### src/rtl/obstacle_detour_sequencer_assert.svh
// Assertion macros used by the RTL of the obstacle detour sequencer.
`ifndef OBSTACLE_DETOUR_SEQUENCER_ASSERT_SVH
`define OBSTACLE_DETOUR_SEQUENCER_ASSERT_SVH

// Same-cycle implication, checked at every rising edge outside reset.
`define ODS_ASSERT_IMPL(label, clk, rst_n, ante, cons) \
    label: assert property (@(posedge clk) disable iff (!rst_n) (ante) |-> (cons)) \
        else $error("obstacle detour sequencer: same-cycle check failed");

// Next-cycle implication, checked at every rising edge outside reset.
`define ODS_ASSERT_NEXT(label, clk, rst_n, ante, cons) \
    label: assert property (@(posedge clk) disable iff (!rst_n) (ante) |=> (cons)) \
        else $error("obstacle detour sequencer: next-cycle check failed");

`endif

### src/rtl/ods_pkg.sv
`default_nettype none

package ods_pkg;

    // Field widths.
    localparam int unsigned FUNC_W  = 2;
    localparam int unsigned TIME_W  = 32;
    localparam int unsigned DIST_W  = 16;
    localparam int unsigned IR_W    = 16;
    localparam int unsigned DIR_W   = 2;
    localparam int unsigned SPEED_W = 8;
    localparam int unsigned CMD_W   = 3;
    localparam int unsigned PHASE_W = 3;
    localparam int unsigned DUR_W   = 16;
    localparam int unsigned CFG_IDX_W  = 3;
    localparam int unsigned CFG_DATA_W = 16;

    // Item function codes.
    localparam logic [FUNC_W-1:0] FUNC_UPDATE = 2'd0;
    localparam logic [FUNC_W-1:0] FUNC_START  = 2'd1;
    localparam logic [FUNC_W-1:0] FUNC_STOP   = 2'd2;
    localparam logic [FUNC_W-1:0] FUNC_RESET  = 2'd3;

    // Phase codes.
    localparam logic [PHASE_W-1:0] PH_INACTIVE = 3'd0;
    localparam logic [PHASE_W-1:0] PH_DETECT   = 3'd1;
    localparam logic [PHASE_W-1:0] PH_RIGHT    = 3'd2;
    localparam logic [PHASE_W-1:0] PH_FORWARD  = 3'd3;
    localparam logic [PHASE_W-1:0] PH_LEFT     = 3'd4;
    localparam logic [PHASE_W-1:0] PH_DONE     = 3'd5;

    // Motor command codes.
    localparam logic [CMD_W-1:0] CMD_NONE   = 3'd0;
    localparam logic [CMD_W-1:0] CMD_FWD    = 3'd1;
    localparam logic [CMD_W-1:0] CMD_TLEFT  = 3'd2;
    localparam logic [CMD_W-1:0] CMD_TRIGHT = 3'd3;
    localparam logic [CMD_W-1:0] CMD_SLEFT  = 3'd4;
    localparam logic [CMD_W-1:0] CMD_SRIGHT = 3'd5;
    localparam logic [CMD_W-1:0] CMD_STOP   = 3'd6;

    // Turn direction meaning straight right.
    localparam logic [DIR_W-1:0] DIR_RIGHT = 2'd1;

    // Configuration register indexes.
    localparam logic [CFG_IDX_W-1:0] REG_THRESHOLD = 3'd0;
    localparam logic [CFG_IDX_W-1:0] REG_RIGHT_MS  = 3'd1;
    localparam logic [CFG_IDX_W-1:0] REG_FWD_MS    = 3'd2;
    localparam logic [CFG_IDX_W-1:0] REG_LEFT_MS   = 3'd3;
    localparam logic [CFG_IDX_W-1:0] REG_SPEED     = 3'd4;
    localparam logic [CFG_IDX_W-1:0] REG_USE_LF    = 3'd5;

    // Configuration reset values.
    localparam logic [DIST_W-1:0]  RST_THRESHOLD = 16'd320;
    localparam logic [DUR_W-1:0]   RST_RIGHT_MS  = 16'd1000;
    localparam logic [DUR_W-1:0]   RST_FWD_MS    = 16'd1000;
    localparam logic [DUR_W-1:0]   RST_LEFT_MS   = 16'd3000;
    localparam logic [SPEED_W-1:0] RST_SPEED     = 8'd100;

    // Most commands one item can cause.
    localparam int unsigned MAX_CMDS = 3;

    // One queued motor command.
    typedef struct packed {
        logic [CMD_W-1:0]   cmd;
        logic [SPEED_W-1:0] speed;
    } t_cmd_entry;

endpackage

`default_nettype wire

### src/rtl/ods_in_if.sv
`default_nettype none

// Input channel: one item per beat.
interface ods_in_if;
    logic                                valid;
    logic                                ready;
    logic [ods_pkg::FUNC_W-1:0]          func;
    logic [ods_pkg::TIME_W-1:0]          now_ms;
    logic                                distance_valid;
    logic [ods_pkg::DIST_W-1:0]          distance;
    logic                                ir_valid;
    logic [ods_pkg::IR_W-1:0]            ir_mid_left;
    logic [ods_pkg::IR_W-1:0]            ir_mid_right;
    logic signed [ods_pkg::DIR_W-1:0]    turn_dir;
    logic [ods_pkg::SPEED_W-1:0]         base_speed;

    modport source (
        output valid, func, now_ms, distance_valid, distance, ir_valid,
               ir_mid_left, ir_mid_right, turn_dir, base_speed,
        input  ready
    );

    modport sink (
        input  valid, func, now_ms, distance_valid, distance, ir_valid,
               ir_mid_left, ir_mid_right, turn_dir, base_speed,
        output ready
    );
endinterface

`default_nettype wire

### src/rtl/ods_out_if.sv
`default_nettype none

// Output channel: one motor command per beat.
interface ods_out_if;
    logic                            valid;
    logic                            ready;
    logic [ods_pkg::CMD_W-1:0]       motor_cmd;
    logic [ods_pkg::SPEED_W-1:0]     cmd_speed;
    logic [ods_pkg::PHASE_W-1:0]     phase;
    logic                            completed;
    logic                            last_result;

    modport source (
        output valid, motor_cmd, cmd_speed, phase, completed, last_result,
        input  ready
    );

    modport sink (
        input  valid, motor_cmd, cmd_speed, phase, completed, last_result,
        output ready
    );
endinterface

`default_nettype wire

### src/rtl/obstacle_detour_sequencer.sv
// Flow: an accepted item waits in the input register until the result register is empty or
// drains its last beat, is then processed and loaded into the result register, and its first
// beat is on the output from then on. Throughput: one item per cycle while the output is ready
// and each item gives one beat; an item of two or three commands gives a beat per ready cycle.
// Reset: synchronous, active low; empties both registers, returns the phase to inactive,
// clears the action start time and loads the configuration defaults.
`default_nettype none

`include "obstacle_detour_sequencer_assert.svh"

module obstacle_detour_sequencer (
    input  wire logic                                i_clk,
    input  wire logic                                i_rst_n,
    input  wire logic                                i_cfg_we,
    input  wire logic [ods_pkg::CFG_IDX_W-1:0]       i_cfg_idx,
    input  wire logic [ods_pkg::CFG_DATA_W-1:0]      i_cfg_data,
    ods_in_if.sink                                   i_in,
    ods_out_if.source                                o_out
);
    import ods_pkg::*;

    // Configuration registers.
    logic [DIST_W-1:0]  r_threshold;
    logic [DUR_W-1:0]   r_right_ms;
    logic [DUR_W-1:0]   r_fwd_ms;
    logic [DUR_W-1:0]   r_left_ms;
    logic [SPEED_W-1:0] r_speed;
    logic               r_use_lf;

    // Sequencer state.
    logic [PHASE_W-1:0] r_phase;
    logic [TIME_W-1:0]  r_action_start;
    logic [PHASE_W-1:0] n_phase;
    logic [TIME_W-1:0]  n_action_start;

    // Input register.
    logic               r_in_valid;
    logic [FUNC_W-1:0]  r_in_func;
    logic [TIME_W-1:0]  r_in_now;
    logic               r_in_dvalid;
    logic [DIST_W-1:0]  r_in_dist;
    logic               r_in_irvalid;
    logic [IR_W-1:0]    r_in_irl;
    logic [IR_W-1:0]    r_in_irr;
    logic [DIR_W-1:0]   r_in_dir;
    logic [SPEED_W-1:0] r_in_bspeed;

    // Result register: queued commands, shifted out one per beat.
    logic               r_out_valid;
    t_cmd_entry         r_list [MAX_CMDS];
    logic [1:0]         r_cnt;
    logic [PHASE_W-1:0] r_out_phase;
    logic               r_out_done;
    t_cmd_entry         n_list [MAX_CMDS];
    logic [1:0]         n_cnt;

    logic               w_in_beat;
    logic               w_out_beat;
    logic               w_move;
    logic [TIME_W-1:0]  w_elapsed;
    logic               w_obstacle;
    logic               w_line_seen;
    t_cmd_entry         w_steer;

    // Handshake: the input moves on when the result register is empty or drains its last beat.
    assign w_out_beat = r_out_valid && o_out.ready;
    assign w_move     = r_in_valid && (!r_out_valid || (o_out.ready && (r_cnt == 2'd1)));
    assign i_in.ready = !r_in_valid || w_move;
    assign w_in_beat  = i_in.valid && i_in.ready;

    // Configuration writes.
    always_ff @(posedge i_clk) begin
        if (!i_rst_n) begin
            r_threshold <= RST_THRESHOLD;
            r_right_ms  <= RST_RIGHT_MS;
            r_fwd_ms    <= RST_FWD_MS;
            r_left_ms   <= RST_LEFT_MS;
            r_speed     <= RST_SPEED;
            r_use_lf    <= 1'b0;
        end else if (i_cfg_we) begin
            unique case (i_cfg_idx)
                REG_THRESHOLD: r_threshold <= i_cfg_data;
                REG_RIGHT_MS:  r_right_ms  <= i_cfg_data;
                REG_FWD_MS:    r_fwd_ms    <= i_cfg_data;
                REG_LEFT_MS:   r_left_ms   <= i_cfg_data;
                REG_SPEED:     r_speed     <= i_cfg_data[SPEED_W-1:0];
                REG_USE_LF:    r_use_lf    <= i_cfg_data[0];
                default: begin
                end
            endcase
        end
    end

    // Input register control.
    always_ff @(posedge i_clk) begin
        if (!i_rst_n) begin
            r_in_valid <= 1'b0;
        end else if (w_in_beat) begin
            r_in_valid <= 1'b1;
        end else if (w_move) begin
            r_in_valid <= 1'b0;
        end
    end

    // Input register payload.
    always_ff @(posedge i_clk) begin
        if (w_in_beat) begin
            r_in_func    <= i_in.func;
            r_in_now     <= i_in.now_ms;
            r_in_dvalid  <= i_in.distance_valid;
            r_in_dist    <= i_in.distance;
            r_in_irvalid <= i_in.ir_valid;
            r_in_irl     <= i_in.ir_mid_left;
            r_in_irr     <= i_in.ir_mid_right;
            r_in_dir     <= i_in.turn_dir;
            r_in_bspeed  <= i_in.base_speed;
        end
    end

    // Decoded conditions of the held item.
    assign w_elapsed   = r_in_now - r_action_start;
    assign w_obstacle  = r_in_dvalid && (r_in_dist < r_threshold);
    assign w_line_seen = r_in_irvalid && ((r_in_irl == '0) || (r_in_irr == '0));

    // Line-follow steering: right for one, left for any negative code, else straight on.
    always_comb begin
        w_steer.speed = r_in_bspeed;
        if (r_in_dir == DIR_RIGHT) begin
            w_steer.cmd = CMD_TRIGHT;
        end else if (r_in_dir[DIR_W-1]) begin
            w_steer.cmd = CMD_TLEFT;
        end else begin
            w_steer.cmd = CMD_FWD;
        end
    end

    // Phase step and the commands it issues.
    always_comb begin
        n_phase        = r_phase;
        n_action_start = r_action_start;
        n_cnt          = 2'd0;
        for (int k = 0; k < MAX_CMDS; k++) begin
            n_list[k] = '{cmd: CMD_NONE, speed: '0};
        end
        unique case (r_in_func)
            FUNC_START: begin
                if (r_phase == PH_INACTIVE) begin
                    n_phase = PH_DETECT;
                end
            end
            FUNC_STOP, FUNC_RESET: begin
                n_phase = PH_INACTIVE;
            end
            FUNC_UPDATE: begin
                unique case (r_phase)
                    PH_INACTIVE, PH_DONE: begin
                    end
                    PH_DETECT: begin
                        if (r_use_lf) begin
                            n_list[0] = w_steer;
                            n_cnt     = 2'd1;
                            if (w_obstacle) begin
                                n_list[1] = '{cmd: CMD_STOP, speed: '0};
                                n_list[2] = '{cmd: CMD_SRIGHT, speed: r_speed};
                                n_cnt     = 2'd3;
                            end
                        end else if (w_obstacle) begin
                            n_list[0] = '{cmd: CMD_STOP, speed: '0};
                            n_list[1] = '{cmd: CMD_SRIGHT, speed: r_speed};
                            n_cnt     = 2'd2;
                        end
                        if (w_obstacle) begin
                            n_action_start = r_in_now;
                            n_phase        = PH_RIGHT;
                        end
                    end
                    PH_RIGHT: begin
                        if (w_elapsed >= {{(TIME_W-DUR_W){1'b0}}, r_right_ms}) begin
                            n_list[0]      = '{cmd: CMD_FWD, speed: r_speed};
                            n_cnt          = 2'd1;
                            n_action_start = r_in_now;
                            n_phase        = PH_FORWARD;
                        end
                    end
                    PH_FORWARD: begin
                        if (w_elapsed >= {{(TIME_W-DUR_W){1'b0}}, r_fwd_ms}) begin
                            n_list[0]      = '{cmd: CMD_SLEFT, speed: r_speed};
                            n_cnt          = 2'd1;
                            n_action_start = r_in_now;
                            n_phase        = PH_LEFT;
                        end
                    end
                    PH_LEFT: begin
                        if (w_line_seen
                            || (w_elapsed >= {{(TIME_W-DUR_W){1'b0}}, r_left_ms})) begin
                            n_list[0] = '{cmd: CMD_STOP, speed: '0};
                            n_cnt     = 2'd1;
                            n_phase   = PH_DONE;
                        end
                    end
                    default: begin
                        n_phase = PH_INACTIVE;
                    end
                endcase
            end
        endcase
        // An item without a command still gives one beat carrying the phase.
        if (n_cnt == 2'd0) begin
            n_cnt = 2'd1;
        end
    end

    // Sequencer state advances as the item enters the result register.
    always_ff @(posedge i_clk) begin
        if (!i_rst_n) begin
            r_phase        <= PH_INACTIVE;
            r_action_start <= '0;
        end else if (w_move) begin
            r_phase        <= n_phase;
            r_action_start <= n_action_start;
        end
    end

    // Result register control.
    always_ff @(posedge i_clk) begin
        if (!i_rst_n) begin
            r_out_valid <= 1'b0;
            r_cnt       <= 2'd0;
        end else if (w_move) begin
            r_out_valid <= 1'b1;
            r_cnt       <= n_cnt;
        end else if (w_out_beat) begin
            r_cnt       <= r_cnt - 2'd1;
            if (r_cnt == 2'd1) begin
                r_out_valid <= 1'b0;
            end
        end
    end

    // Result register payload: load a fresh list or shift the queue by one beat.
    always_ff @(posedge i_clk) begin
        if (w_move) begin
            r_list      <= n_list;
            r_out_phase <= n_phase;
            r_out_done  <= (n_phase == PH_DONE);
        end else if (w_out_beat) begin
            r_list[0] <= r_list[1];
            r_list[1] <= r_list[2];
        end
    end

    // Output channel.
    assign o_out.valid       = r_out_valid;
    assign o_out.motor_cmd   = r_list[0].cmd;
    assign o_out.cmd_speed   = r_list[0].speed;
    assign o_out.phase       = r_out_phase;
    assign o_out.completed   = r_out_done;
    assign o_out.last_result = (r_cnt == 2'd1);

    // A full result register always holds at least one queued beat.
    `ODS_ASSERT_IMPL(a_cnt_nonzero, i_clk, i_rst_n, r_out_valid, r_cnt != 2'd0)

    // A beat that is not the last leaves the rest of the item on the output.
    `ODS_ASSERT_NEXT(a_more_beats, i_clk, i_rst_n,
        w_out_beat && !o_out.last_result, o_out.valid)

    // The last beat with nothing held behind it empties the output.
    `ODS_ASSERT_NEXT(a_drain, i_clk, i_rst_n,
        w_out_beat && o_out.last_result && !r_in_valid, !o_out.valid)

    // A stop or reset item always leaves the sequencer inactive.
    `ODS_ASSERT_NEXT(a_stop_inactive, i_clk, i_rst_n,
        w_move && ((r_in_func == FUNC_STOP) || (r_in_func == FUNC_RESET)),
        r_phase == PH_INACTIVE)

    // The completed flag on the output follows the reported phase.
    `ODS_ASSERT_IMPL(a_done_flag, i_clk, i_rst_n,
        r_out_valid, o_out.completed == (o_out.phase == PH_DONE))

endmodule

`default_nettype wire
### src/flat_wrapper.sv
// flat-port wrapper written by rule: the top's interface ports become plain ports
module obstacle_detour_sequencer_flat import ods_pkg::*;
  (i_clk, i_rst_n, i_cfg_we, i_cfg_idx, i_cfg_data, i_in_valid, i_in_func, i_in_now_ms, i_in_distance_valid, i_in_distance, i_in_ir_valid, i_in_ir_mid_left, i_in_ir_mid_right, i_in_turn_dir, i_in_base_speed, i_in_ready, o_out_valid, o_out_motor_cmd, o_out_cmd_speed, o_out_phase, o_out_completed, o_out_last_result, o_out_ready);
  ods_in_if i_in_i ();
  ods_out_if o_out_i ();
  input  wire logic i_clk;
  input  wire logic i_rst_n;
  input  wire logic i_cfg_we;
  input  wire logic [ods_pkg::CFG_IDX_W-1:0] i_cfg_idx;
  input  wire logic [ods_pkg::CFG_DATA_W-1:0] i_cfg_data;
  input wire logic [$bits(i_in_i.valid)-1:0] i_in_valid;
  input wire logic [$bits(i_in_i.func)-1:0] i_in_func;
  input wire logic [$bits(i_in_i.now_ms)-1:0] i_in_now_ms;
  input wire logic [$bits(i_in_i.distance_valid)-1:0] i_in_distance_valid;
  input wire logic [$bits(i_in_i.distance)-1:0] i_in_distance;
  input wire logic [$bits(i_in_i.ir_valid)-1:0] i_in_ir_valid;
  input wire logic [$bits(i_in_i.ir_mid_left)-1:0] i_in_ir_mid_left;
  input wire logic [$bits(i_in_i.ir_mid_right)-1:0] i_in_ir_mid_right;
  input wire logic [$bits(i_in_i.turn_dir)-1:0] i_in_turn_dir;
  input wire logic [$bits(i_in_i.base_speed)-1:0] i_in_base_speed;
  output wire logic [$bits(i_in_i.ready)-1:0] i_in_ready;
  output wire logic [$bits(o_out_i.valid)-1:0] o_out_valid;
  output wire logic [$bits(o_out_i.motor_cmd)-1:0] o_out_motor_cmd;
  output wire logic [$bits(o_out_i.cmd_speed)-1:0] o_out_cmd_speed;
  output wire logic [$bits(o_out_i.phase)-1:0] o_out_phase;
  output wire logic [$bits(o_out_i.completed)-1:0] o_out_completed;
  output wire logic [$bits(o_out_i.last_result)-1:0] o_out_last_result;
  input wire logic [$bits(o_out_i.ready)-1:0] o_out_ready;
  assign i_in_i.valid = i_in_valid;
  assign i_in_i.func = i_in_func;
  assign i_in_i.now_ms = i_in_now_ms;
  assign i_in_i.distance_valid = i_in_distance_valid;
  assign i_in_i.distance = i_in_distance;
  assign i_in_i.ir_valid = i_in_ir_valid;
  assign i_in_i.ir_mid_left = i_in_ir_mid_left;
  assign i_in_i.ir_mid_right = i_in_ir_mid_right;
  assign i_in_i.turn_dir = i_in_turn_dir;
  assign i_in_i.base_speed = i_in_base_speed;
  assign i_in_ready = i_in_i.ready;
  assign o_out_valid = o_out_i.valid;
  assign o_out_motor_cmd = o_out_i.motor_cmd;
  assign o_out_cmd_speed = o_out_i.cmd_speed;
  assign o_out_phase = o_out_i.phase;
  assign o_out_completed = o_out_i.completed;
  assign o_out_last_result = o_out_i.last_result;
  assign o_out_i.ready = o_out_ready;
  obstacle_detour_sequencer u_core (.i_clk(i_clk), .i_rst_n(i_rst_n), .i_cfg_we(i_cfg_we), .i_cfg_idx(i_cfg_idx), .i_cfg_data(i_cfg_data), .i_in(i_in_i), .o_out(o_out_i));
endmodule
### config.mk
export PLATFORM = sky130hd
export DESIGN_NAME = obstacle_detour_sequencer_flat
export DESIGN_NICKNAME = d
export VERILOG_FILES = /design/src/rtl/ods_pkg.sv /design/src/rtl/ods_in_if.sv /design/src/rtl/ods_out_if.sv /design/src/rtl/obstacle_detour_sequencer.sv /design/src/flat_wrapper.sv
export VERILOG_INCLUDE_DIRS = /design/src /design/src/rtl
export SDC_FILE = /design/constraint.sdc
export NUM_CORES = 1
export LEC_CHECK = 0
export BUFFER_PORTS_ARGS = -buffer_cell sky130_fd_sc_hd__buf_2
export CAP_MARGIN = 20
export CORE_MARGIN = 2
export CORE_UTILIZATION = 50
export CTS_BUF_LIST = sky130_fd_sc_hd__clkbuf_4 sky130_fd_sc_hd__clkbuf_8
export CTS_CLUSTER_DIAMETER = 60
export DETAILED_ROUTE_END_ITERATION = 10
export PLACE_DENSITY = 0.71
export SKIP_CTS_REPAIR_TIMING = 1
export SKIP_LAST_GASP = 1
export SLEW_MARGIN = 30
export SYNTH_ARGS = -nofsm -noshare
export SYNTH_HDL_FRONTEND = slang
export SYNTH_SLANG_ARGS = --single-unit
export TNS_END_PERCENT = 20
### constraint.sdc
create_clock -name i_clk -period 8.46 [get_ports i_clk]
set_input_delay 0.423 -clock i_clk [delete_from_list [all_inputs] [get_ports i_clk]]
set_output_delay 0.423 -clock i_clk [all_outputs]
set_load 0.05 [all_outputs]
After elaboration in Yosys (flattened, before gate mapping)
Cells that the tools add are included.
{"block": "classes", "magnitude_cmp": 4, "n_addsub": 2, "n_eq_ne": 19, "n_reduce_logical": 33, "mux": 40}
{"operator": "22-bit 2-to-1 mux", "count": 5}
{"operator": "32-bit by 16-bit >= comparator with 1-bit output", "count": 3}
{"operator": "32-bit 2-to-1 mux", "count": 3}
{"operator": "32-bit one-hot mux with 3 select lines", "count": 1}
{"operator": "11-bit one-hot mux with 4 select lines", "count": 1}
{"operator": "11-bit 2-to-1 mux", "count": 3}
{"operator": "33-bit 2-to-1 mux", "count": 1}
{"operator": "16-bit zero test", "count": 2}
{"operator": "32-bit subtractor", "count": 1}
{"operator": "3-bit 2-to-1 mux", "count": 6}
{"operator": "16-bit less-than comparator", "count": 1}
{"operator": "2-bit 2-to-1 mux", "count": 8}
{"operator": "3-bit equality test (second input constant)", "count": 5}
{"operator": "3-bit one-hot mux with 5 select lines", "count": 1}
{"operator": "2-bit AND reduction", "count": 7}
{"operator": "3-bit by 2-bit equality test with 1-bit output (second input constant)", "count": 4}
{"operator": "9-bit 2-to-1 mux", "count": 1}
{"operator": "3-bit one-hot mux with 3 select lines", "count": 1}
{"operator": "1-bit 2-to-1 mux", "count": 8}
{"operator": "2-bit one-hot mux with 4 select lines", "count": 1}
{"operator": "2-bit by 1-bit equality test with 1-bit output (second input constant)", "count": 3}
{"operator": "3-bit by 1-bit equality test with 1-bit output (second input constant)", "count": 2}
{"operator": "1-bit logical AND", "count": 6}
{"operator": "3-bit zero test", "count": 2}
{"operator": "11 further kinds", "count": 22}
{"block": "totals", "word_cells": 126, "ff_bits": 243, "out_inout_bits": 18, "in_bits": 118}

Longest topological paths before layout
Gate-level depths: netlist of the first run.
{"block": "depth", "ltp_word": 10, "depth_mapped": 21, "ltp_nobuf": 20}

Worst setup path after synthesis of the first run
Ideal clock, no wire load.
{"block": "synth_timing", "path_kind": "register to register", "startpoint": "reg u_core.r_cnt[0]", "endpoint": "reg u_core.r_in_bspeed[0], enable pin", "setup_ns": 0.463, "synth_period_minus_slack_ns": 4.205, "stages_incl_launch_ff": 5, "slack_ns": 4.255, "path_buffers": 0, "required_time_ns": 7.997, "t_arrival_ns": 3.743, "path_cell_list": "dfxtp_1 ha_1 a21boi_0 nand2_1 and2_1"}
{"block": "synth_via", "elab_chain_len": 6}
{"item": "start: declaration", "line": "obstacle_detour_sequencer.sv:51", "source": "logic [1:0] r_cnt;"}
{"item": "start signal: assignment", "line": "obstacle_detour_sequencer.sv:231", "source": "r_cnt <= n_cnt;"}
{"item": "start signal: assignment", "line": "obstacle_detour_sequencer.sv:233", "source": "r_cnt <= r_cnt - 2'd1;"}
{"item": "2-bit by 1-bit equality test with 1-bit output"}
{"item": "named net o_out_last_result", "line": "flat_wrapper.sv:27", "source": "output wire logic [$bits(o_out_i.last_result)-1:0] o_out_last_result;"}
{"item": "1-bit logical AND", "line": "obstacle_detour_sequencer.sv:67", "source": "assign w_move = r_in_valid && (!r_out_valid || (o_out.ready && (r_cnt == 2'd1)));"}
{"item": "1-bit logical OR", "line": "obstacle_detour_sequencer.sv:67"}
{"item": "1-bit logical AND", "line": "obstacle_detour_sequencer.sv:67"}
{"item": "1-bit logical OR", "line": "obstacle_detour_sequencer.sv:68", "source": "assign i_in.ready = !r_in_valid || w_move;"}
{"item": "named net i_in_ready", "line": "flat_wrapper.sv:21", "source": "output wire logic [$bits(i_in_i.ready)-1:0] i_in_ready;"}
{"item": "1-bit logical AND", "line": "obstacle_detour_sequencer.sv:69", "source": "assign w_in_beat = i_in.valid && i_in.ready;"}
{"item": "named net u_core.w_in_beat", "line": "obstacle_detour_sequencer.sv:57", "source": "logic w_in_beat;"}
{"item": "end signal: assignment", "line": "obstacle_detour_sequencer.sv:116", "source": "r_in_bspeed <= i_in.base_speed;"}
{"item": "end: declaration", "line": "obstacle_detour_sequencer.sv:46", "source": "logic [SPEED_W-1:0] r_in_bspeed;"}
The timed path passes the listed nets, and every way through them passes these cells.
A chain may end at the register's enable or synchronous reset.

Final worst setup path of the first run
{"block": "layout_timing", "startpoint": "reg u_core.r_in_now[0]", "endpoint": "reg u_core.r_action_start[0]"}
{"block": "layout_via", "elab_chain_len": 4, "elab_cells_between_ends": 10, "classes_between": "1 x add/sub; 2 x order compare; 2 x eq/ne; 4 x mux; 1 x reduce/logical"}
{"item": "start: declaration", "line": "obstacle_detour_sequencer.sv:39", "source": "logic [TIME_W-1:0] r_in_now;"}
{"item": "start signal: assignment", "line": "obstacle_detour_sequencer.sv:109", "source": "r_in_now <= i_in.now_ms;"}
{"item": "32-bit subtractor", "line": "obstacle_detour_sequencer.sv:121", "source": "assign w_elapsed = r_in_now - r_action_start;"}
{"item": "32-bit by 16-bit >= comparator with 1-bit output (on tied branches)", "line": "obstacle_detour_sequencer.sv:186, obstacle_detour_sequencer.sv:178"}
{"item": "2-bit by 1-bit inequality test with 1-bit output (no line)"}
{"item": "6-bit AND reduction (no line)"}
{"item": "end signal: assignment", "line": "obstacle_detour_sequencer.sv:220", "source": "r_action_start <= n_action_start;"}
{"item": "end: declaration", "line": "obstacle_detour_sequencer.sv:32", "source": "logic [TIME_W-1:0] r_action_start;"}
Several ways; a longest one is shown, not always the timed one. The select of a mux whose other input is x is not followed.

==> run summary, run 1 <==
CTS tree -> done
Cell Count, Final, Fillers Out -> 1769
largest family of logic cells by synthesized area -> compound AO/OA/AOI/OAI gates
Final Hold Fails -> 0
RSZ-0062 raised after global routing -> false
Worst Path Buf+Inv -> 1
Setup CP Type -> reg -> reg
I/O Buffers -> 135
drt wl/cell -> 15.5 um
Nets -> 1621
Congestion Overflow GR -> 0
# rows -> 58
final estimated routing congestion in global placement -> 0.909
post-layout min period -> 4.86 ns
worst-path cell chain -> inv_1 > ha_1 > fa_1 > nand2b_1 > a21o_1 > a2111o_1 > nand3_1 > xor2_1 > ha_1 > a2111o_1 > a211oi_1 > a211o_1 > mux2i_1 > o21ai_4 > and2_4 > mux2i_1
root buf cell -> clkbuf_8
Crit Path Max Fanout -> 32
top-count cell post-synth -> nand2_1
DRC -> 0
mux contribution to synthesized area -> 3.00%
Tcrit/Tclk final -> 57.5%
CTS sink cnt -> 241
Post-Place Worst Slack -> 3.64 ns
WP depth -> 16
Mapped Nets -> 1499
Max Clock Freq -> 206 MHz
leading area contributor after synthesis -> edfxtp_1
final WL -> 27400 um
post-synthesis sequential area ratio -> 48.1%
Fin Hold WS -> 0.0626 ns
width of the die -> 163 um
status -> completed
clock buffer depth -> 3
Most used DFF post-synth -> edfxtp_1
slowest cell on the critical path -> and2_4
GRT Total Usage -> 20.7%
Yosys warning count -> 0
largest net degree at the start of global routing -> 63
diode count -> 0
clk slew on worst S/H paths -> 0.06 ns
Die ar. -> 26700 um^2
CP arrival -> 5.29 ns
Slew Viols, Final -> 0
Area Growth Syn to Fin -> 12.3%
DRT Pass-1 Iters -> 5
initial antenna violation count -> 0
DR vias -> 9548
Seq cells post-synth -> 241
Post-synth EDFFs -> 129
io pins -> 136
Leak Pwr -> 5.82 nW
Via density -> 5.40
Mapped Area -> 12700 um^2
Crit path max-delay family -> compound AO/OA/AOI/OAI gates
worst-skew pair later-pin latency -> 0.53 ns
PwrDens -> 198 nW/um^2
asr flop ratio synth -> 0%
relative slew slack -> 48.1%
Crit Reg-Reg Startpoint -> u_core.r_in_now[0]
post-route antenna net violation count -> 0
CP Data Required Time -> 8.89 ns
die outline height -> 163 um
reg2reg setup slack -> 3.60 ns
Reg2Reg Depth -> 16
XOR/XNOR Fraction of Synth Area -> 1.52%
CP endpoint kind -> register
Num CTS Buffers -> 41
post-DP HPWL -> 19900 um
Synth area leaders -> edfxtp_1 (30%), dfxtp_1 (18%), ha_1 (9.4%)
core area -> 25000 um^2
Setup crit start kind -> register
DRT iter0 DRCs -> 545
Worst Setup EP -> u_core.r_action_start[0]
Max Clock Skew -> 0.0276 ns
crit path setup slack, layout -> 3.60 ns
CP peak stage delay -> 0.56 ns
Sum Neg Setup Slack -> 0 ns
setup violators final -> 0
synth unique cells -> 78
Mean Syn Cell Area -> 9.89 um^2
r2r endpoint -> u_core.r_action_start[0]
Gate Count Post-Synth -> 1285
top-area cell type share of the netlist area -> 30.5%
htree depth -> 2
global-route wire length before repair -> 44400 um
Fillers -> 2156
layout cell share with drive strength beyond 1 -> 16.4%
worst-margin pin slew -> 0.777 ns
Worst IR Drop VDD -> 0.000175 V
simple-gate share of the synthesized area -> 14.9%
Synth top cells by count -> nand2_1 (235), edfxtp_1 (129), inv_1 (119), dfxtp_1 (112), a21oi_1 (100)
Compound-Gate Fraction of Synth Area -> 15.1%
HP Class -> in -> reg
Synth Area in Adders -> 9.51%
MaxCap Viol Count -> 0
vias in the first global route -> 9150
placed cell count -> 1694
effective utilization at floorplan -> 50.7%
critical path startpoint -> u_core.r_in_now[0]
## per-stage QoR
stage          instance area (um^2)  total power, mW  utilization [%]
6_report                      14300             2.82             57.0
3_3_place_gp                  13300             1.66             53.1
3_5_place_dp                  13300             1.66             53.1
5_1_grt                       14300             2.95             57.0
2_1_floorplan                 12700             1.57                -
4_1_cts                       14200             2.85             56.9
## flip-flops by register name, summed over array words and instances, names as in the netlist, 2 cells and up
register                count
u_core.r_action_start      32
u_core.r_in_now            32
u_core.r_list              20
u_core.r_fwd_ms            16
u_core.r_in_dist           16
u_core.r_in_irl            16
u_core.r_in_irr            16
u_core.r_left_ms           16
u_core.r_right_ms          16
u_core.r_threshold         16
u_core.o_out.cmd_speed      8
u_core.r_in_bspeed          8
u_core.r_speed              8
u_core.o_out.motor_cmd      3
u_core.o_out.phase          3
u_core.r_phase              3
u_core.r_cnt                2
u_core.r_in_dir             2
u_core.r_in_func            2
## cells by family (layout without fill, tap and decap cells)
logic type / count (synthesis) / after routing
AO/OA/AOI/OAI: 293 / 293
XOR/XNOR: 22 / 22
adder cells (fa/ha/maj): 96 / 96
buffers and inverters: 181 / 335
flip-flops: 241 / 241
multiplexers: 38 / 38
AND/OR/NAND/NOR: 414 / 414
## layout by cell type, fill, tap and decap left out, types with 16 or more instances in the layout
master,count
o211ai_1,37
dfxtp_1,112
mux2i_1,37
ha_1,95
inv_1,119
nand2_1,235
a21o_1,23
a21oi_1,100
nand4_1,19
clkbuf_8,46
clkbuf_4,17
o21ai_0,38
nor2_1,50
buf_2,135
edfxtp_1,129
nand3_1,16
## worst reg2reg max path, stage by stage (launching register included)
cell and delay [ns]:
edfxtp_1 0.34, inv_1 0.05, ha_1 0.22, fa_1 0.40, nand2b_1 0.19, a21o_1 0.20
a2111o_1 0.49, nand3_1 0.14, xor2_1 0.27, ha_1 0.30, a2111o_1 0.44, a211oi_1 0.26
a211o_1 0.22, mux2i_1 0.12, o21ai_4 0.27, and2_4 0.56, mux2i_1 0.32
## how the worst min path moves through the flow
stage               slack, ns                   start                      to  cells after the start
floorplan                0.44     u_core.r_fwd_ms[10]     u_core.r_fwd_ms[10]                      2
global placement         0.44   u_core.r_threshold[4]   u_core.r_threshold[4]                      2
detailed placement       0.45  u_core.r_threshold[10]  u_core.r_threshold[10]                      2
CTS                      0.03         i_in_now_ms[25]     u_core.r_in_now[25]                      1
global route             0.03      i_in_base_speed[0]   u_core.r_in_bspeed[0]                      1
finish                   0.06      i_in_base_speed[0]   u_core.r_in_bspeed[0]                      1
## final cells by class
type                    count  area, um^2  share of cell area [%]
flip-flops and latches    241        6120                    42.9
multi-input cells         863        5620                    39.4
clock buffers              63         761                    5.33
repair buffers            141         721                    5.05
inverters                 119         447                    3.13
well taps                 330         413                    2.89
clock inverters            12         186                    1.31
## report_power, final
group          switching (mW)  leakage [nW]  total, mW  internal (mW)
Clock                   0.452         0.492       1.18          0.726
Sequential             0.0204          2.16       1.31           1.29
Combinational           0.210          3.17      0.333          0.123
Total                   0.683          5.82       2.82           2.14
## metal layers
layer  track usage [%]  wire length [um]  vias up  share of wire, %
met3              4.29              1790       48               6.5
met2              34.0             12600      267                46
li1                  -                 -     4792                 -
met1              27.5             12400     4441                45
met4              6.40               572        0               2.1
met5                 0                 0        -                 0
Power figures use the tool's default switching activity.
==> run 2: changes to the inputs <==
Clock period 8.46 ns to 4.6 ns, I/O delays scaled along.
==> run 2 against run 1 <==
  * Non-clock buffer count increased by 117
  * Wire length increased by 11%
  * Final cell count increased by 6.8%
  * Clock power increased by 75%
  * Highest routed layer unchanged
  * Register-to-register slack got worse by 3.3 ns
  * Fmax increased by 13%
  * Sequential share of layout area decreased by 3.3 points
  * Total power increased by 83%
  * Die area unchanged
  * Sequential cell count unchanged
  * Combinational power increased by 110%
  * Utilization increased by 4.7 points
==> run summary, run 2 (same netlist as run 1, synthesis figures left out) <==
Final Hold Fails -> 0
Congestion Overflow GR -> 0
Post-Place Worst Slack -> 0.122 ns
Slew Viols, Final -> 0
slowest cell on the critical path -> a2111o_1
Tcrit/Tclk final -> 93.7%
CP endpoint kind -> register
diode count -> 0
Via density -> 5.30
Worst IR Drop VDD -> 0.000291 V
core area -> 25000 um^2
Max Clock Skew -> 0.0348 ns
PwrDens -> 335 nW/um^2
Highest Signal Layer -> met4
MaxCap Viol Count -> 0
worst-margin pin slew -> 0.907 ns
drt wl/cell -> 16.1 um
Die ar. -> 26700 um^2
layout cell share with drive strength beyond 1 -> 15.9%
status -> completed
met3 WL -> 1770 um
vias in the first global route -> 9153
post-DP HPWL -> 20100 um
Reg2Reg Depth -> 17
Crit Reg-Reg Startpoint -> u_core.r_in_now[0]
DR vias -> 10000
CP Data Required Time -> 5.06 ns
Leak Pwr -> 6.33 nW
initial antenna violation count -> 0
Area Growth Syn to Fin -> 21.6%
final WL -> 30400 um
Max Clock Freq -> 232 MHz
Cell Count, Final, Fillers Out -> 1889
Crit Path Max Fanout -> 6
Setup CP Type -> reg -> reg
worst-path cell chain -> inv_1 > ha_1 > fa_1 > nand2b_1 > a21o_1 > a2111o_1 > nand3_1 > xor2_2 > ha_1 > a2111o_1 > a211oi_1 > a211o_1 > mux2i_1 > o21ai_4 > and2_4 > buf_4 > mux2i_1
CTS sink cnt -> 241
Worst Setup EP -> u_core.r_action_start[2]
r2r endpoint -> u_core.r_action_start[2]
met2 wire len -> 14400 um
HP Class -> in -> reg
Fillers -> 2056
placed cell count -> 1698
CTS tree -> done
htree depth -> 2
final estimated routing congestion in global placement -> 0.915
CP peak stage delay -> 0.43 ns
RSZ-0062 raised after global routing -> true
DRT iter0 DRCs -> 620
Nets -> 1739
most frequent cells in the layout -> nand2_1 (235), buf_2 (135), edfxtp_1 (129)
crit path setup slack, layout -> 0.291 ns
DRC -> 0
# rows -> 58
clock buffer depth -> 3
post-route antenna net violation count -> 0
reg2reg setup slack -> 0.29 ns
most common cell after layout, fill and taps aside -> nand2_1
width of the die -> 163 um
critical path startpoint -> u_core.r_in_now[0]
DRT met1 WL -> 13500 um
post-layout min period -> 4.31 ns
io pins -> 136
DRT Pass-1 Iters -> 5
root buf cell -> clkbuf_8
setup violators final -> 0
GRT Total Usage -> 21.1%
CP arrival -> 4.77 ns
Num CTS Buffers -> 42
I/O Buffers -> 135
die outline height -> 163 um
relative slew slack -> 39.0%
worst-skew pair later-pin latency -> 0.57 ns
Setup crit start kind -> register
global-route wire length before repair -> 45000 um
largest net degree at the start of global routing -> 74
Top Registers -> u_core.r_action_start: 32 flops, u_core.r_in_now: 32 flops, u_core.r_list: 20 flops
effective utilization at floorplan -> 50.7%
clk slew on worst S/H paths -> 0.06 ns
## run 2: through the flow
| stage | hold WS (ns) | TNS, ns | cell area (um^2) | power [mW] | utilization, % |
|---|---|---|---|---|---|
| finish | 0.0248 | 0 | 15400 | 5.18 | 61.7 |
| global route | 0.0350 | -0.0674 | 15400 | 5.41 | 61.7 |
| CTS | -0.201 | 0 | 14300 | 5.13 | 57.0 |
| detailed placement | 0.408 | 0 | 13300 | 3.06 | 53.3 |
| global placement | 0.406 | 0 | 13300 | 3.05 | 53.3 |
| floorplan | 0.329 | 0 | 12700 | 2.89 | - |
## run 2: worst max-delay path: cells and delay by family (launching register included)
| family | cells | cell delay [ns] |
|---|---|---|
| compound gates | 6 | 1.63 |
| xor+xnor | 1 | 0.22 |
| fa+ha+maj | 3 | 0.90 |
| buf+inv | 2 | 0.24 |
| flops | 1 | 0.36 |
| mux | 2 | 0.32 |
| simple gates | 3 | 0.53 |
## run 2: final cells by class
type | instances | area [um^2] | area share [%]
inverter | 119 | 447 | 2.89
sequential | 241 | 6120 | 39.6
multi-input combinational | 863 | 5630 | 36.5
timing repair buffer | 258 | 1920 | 12.5
tap | 330 | 413 | 2.67
clock buffer | 70 | 857 | 5.55
clock inverter | 8 | 56.3 | 0.364
## run 2: routing by layer
metal / GRT usage [%] / vias up
met5: 0 / -
met4: 7.40 / 0
met3: 4.55 / 67
met2: 34.4 / 272
met1: 27.8 / 4650
li1: - / 5030
## run 2: report_power, final
part	internal, mW	leakage [nW]	switching, mW
Sequential	2.37	2.16	0.0390
Combinational	0.293	3.68	0.405
Clock	1.18	0.485	0.883
## run 2: worst min-delay path by stage
stage                         startpoint               endpoint  slack, ns  depth (start not counted)
finish                     i_cfg_data[0]   u_core.r_right_ms[0]       0.02                          3
CTS                    i_in_distance[11]   u_core.r_in_dist[11]      -0.20                          1
global route               i_cfg_data[0]    u_core.r_left_ms[0]       0.04                          3
floorplan             i_in_base_speed[0]  u_core.r_in_bspeed[0]       0.33                          0
detailed placement   i_in_ir_mid_left[8]     u_core.r_in_irl[8]       0.41                          1
global placement    i_in_ir_mid_right[7]     u_core.r_in_irr[7]       0.41                          1
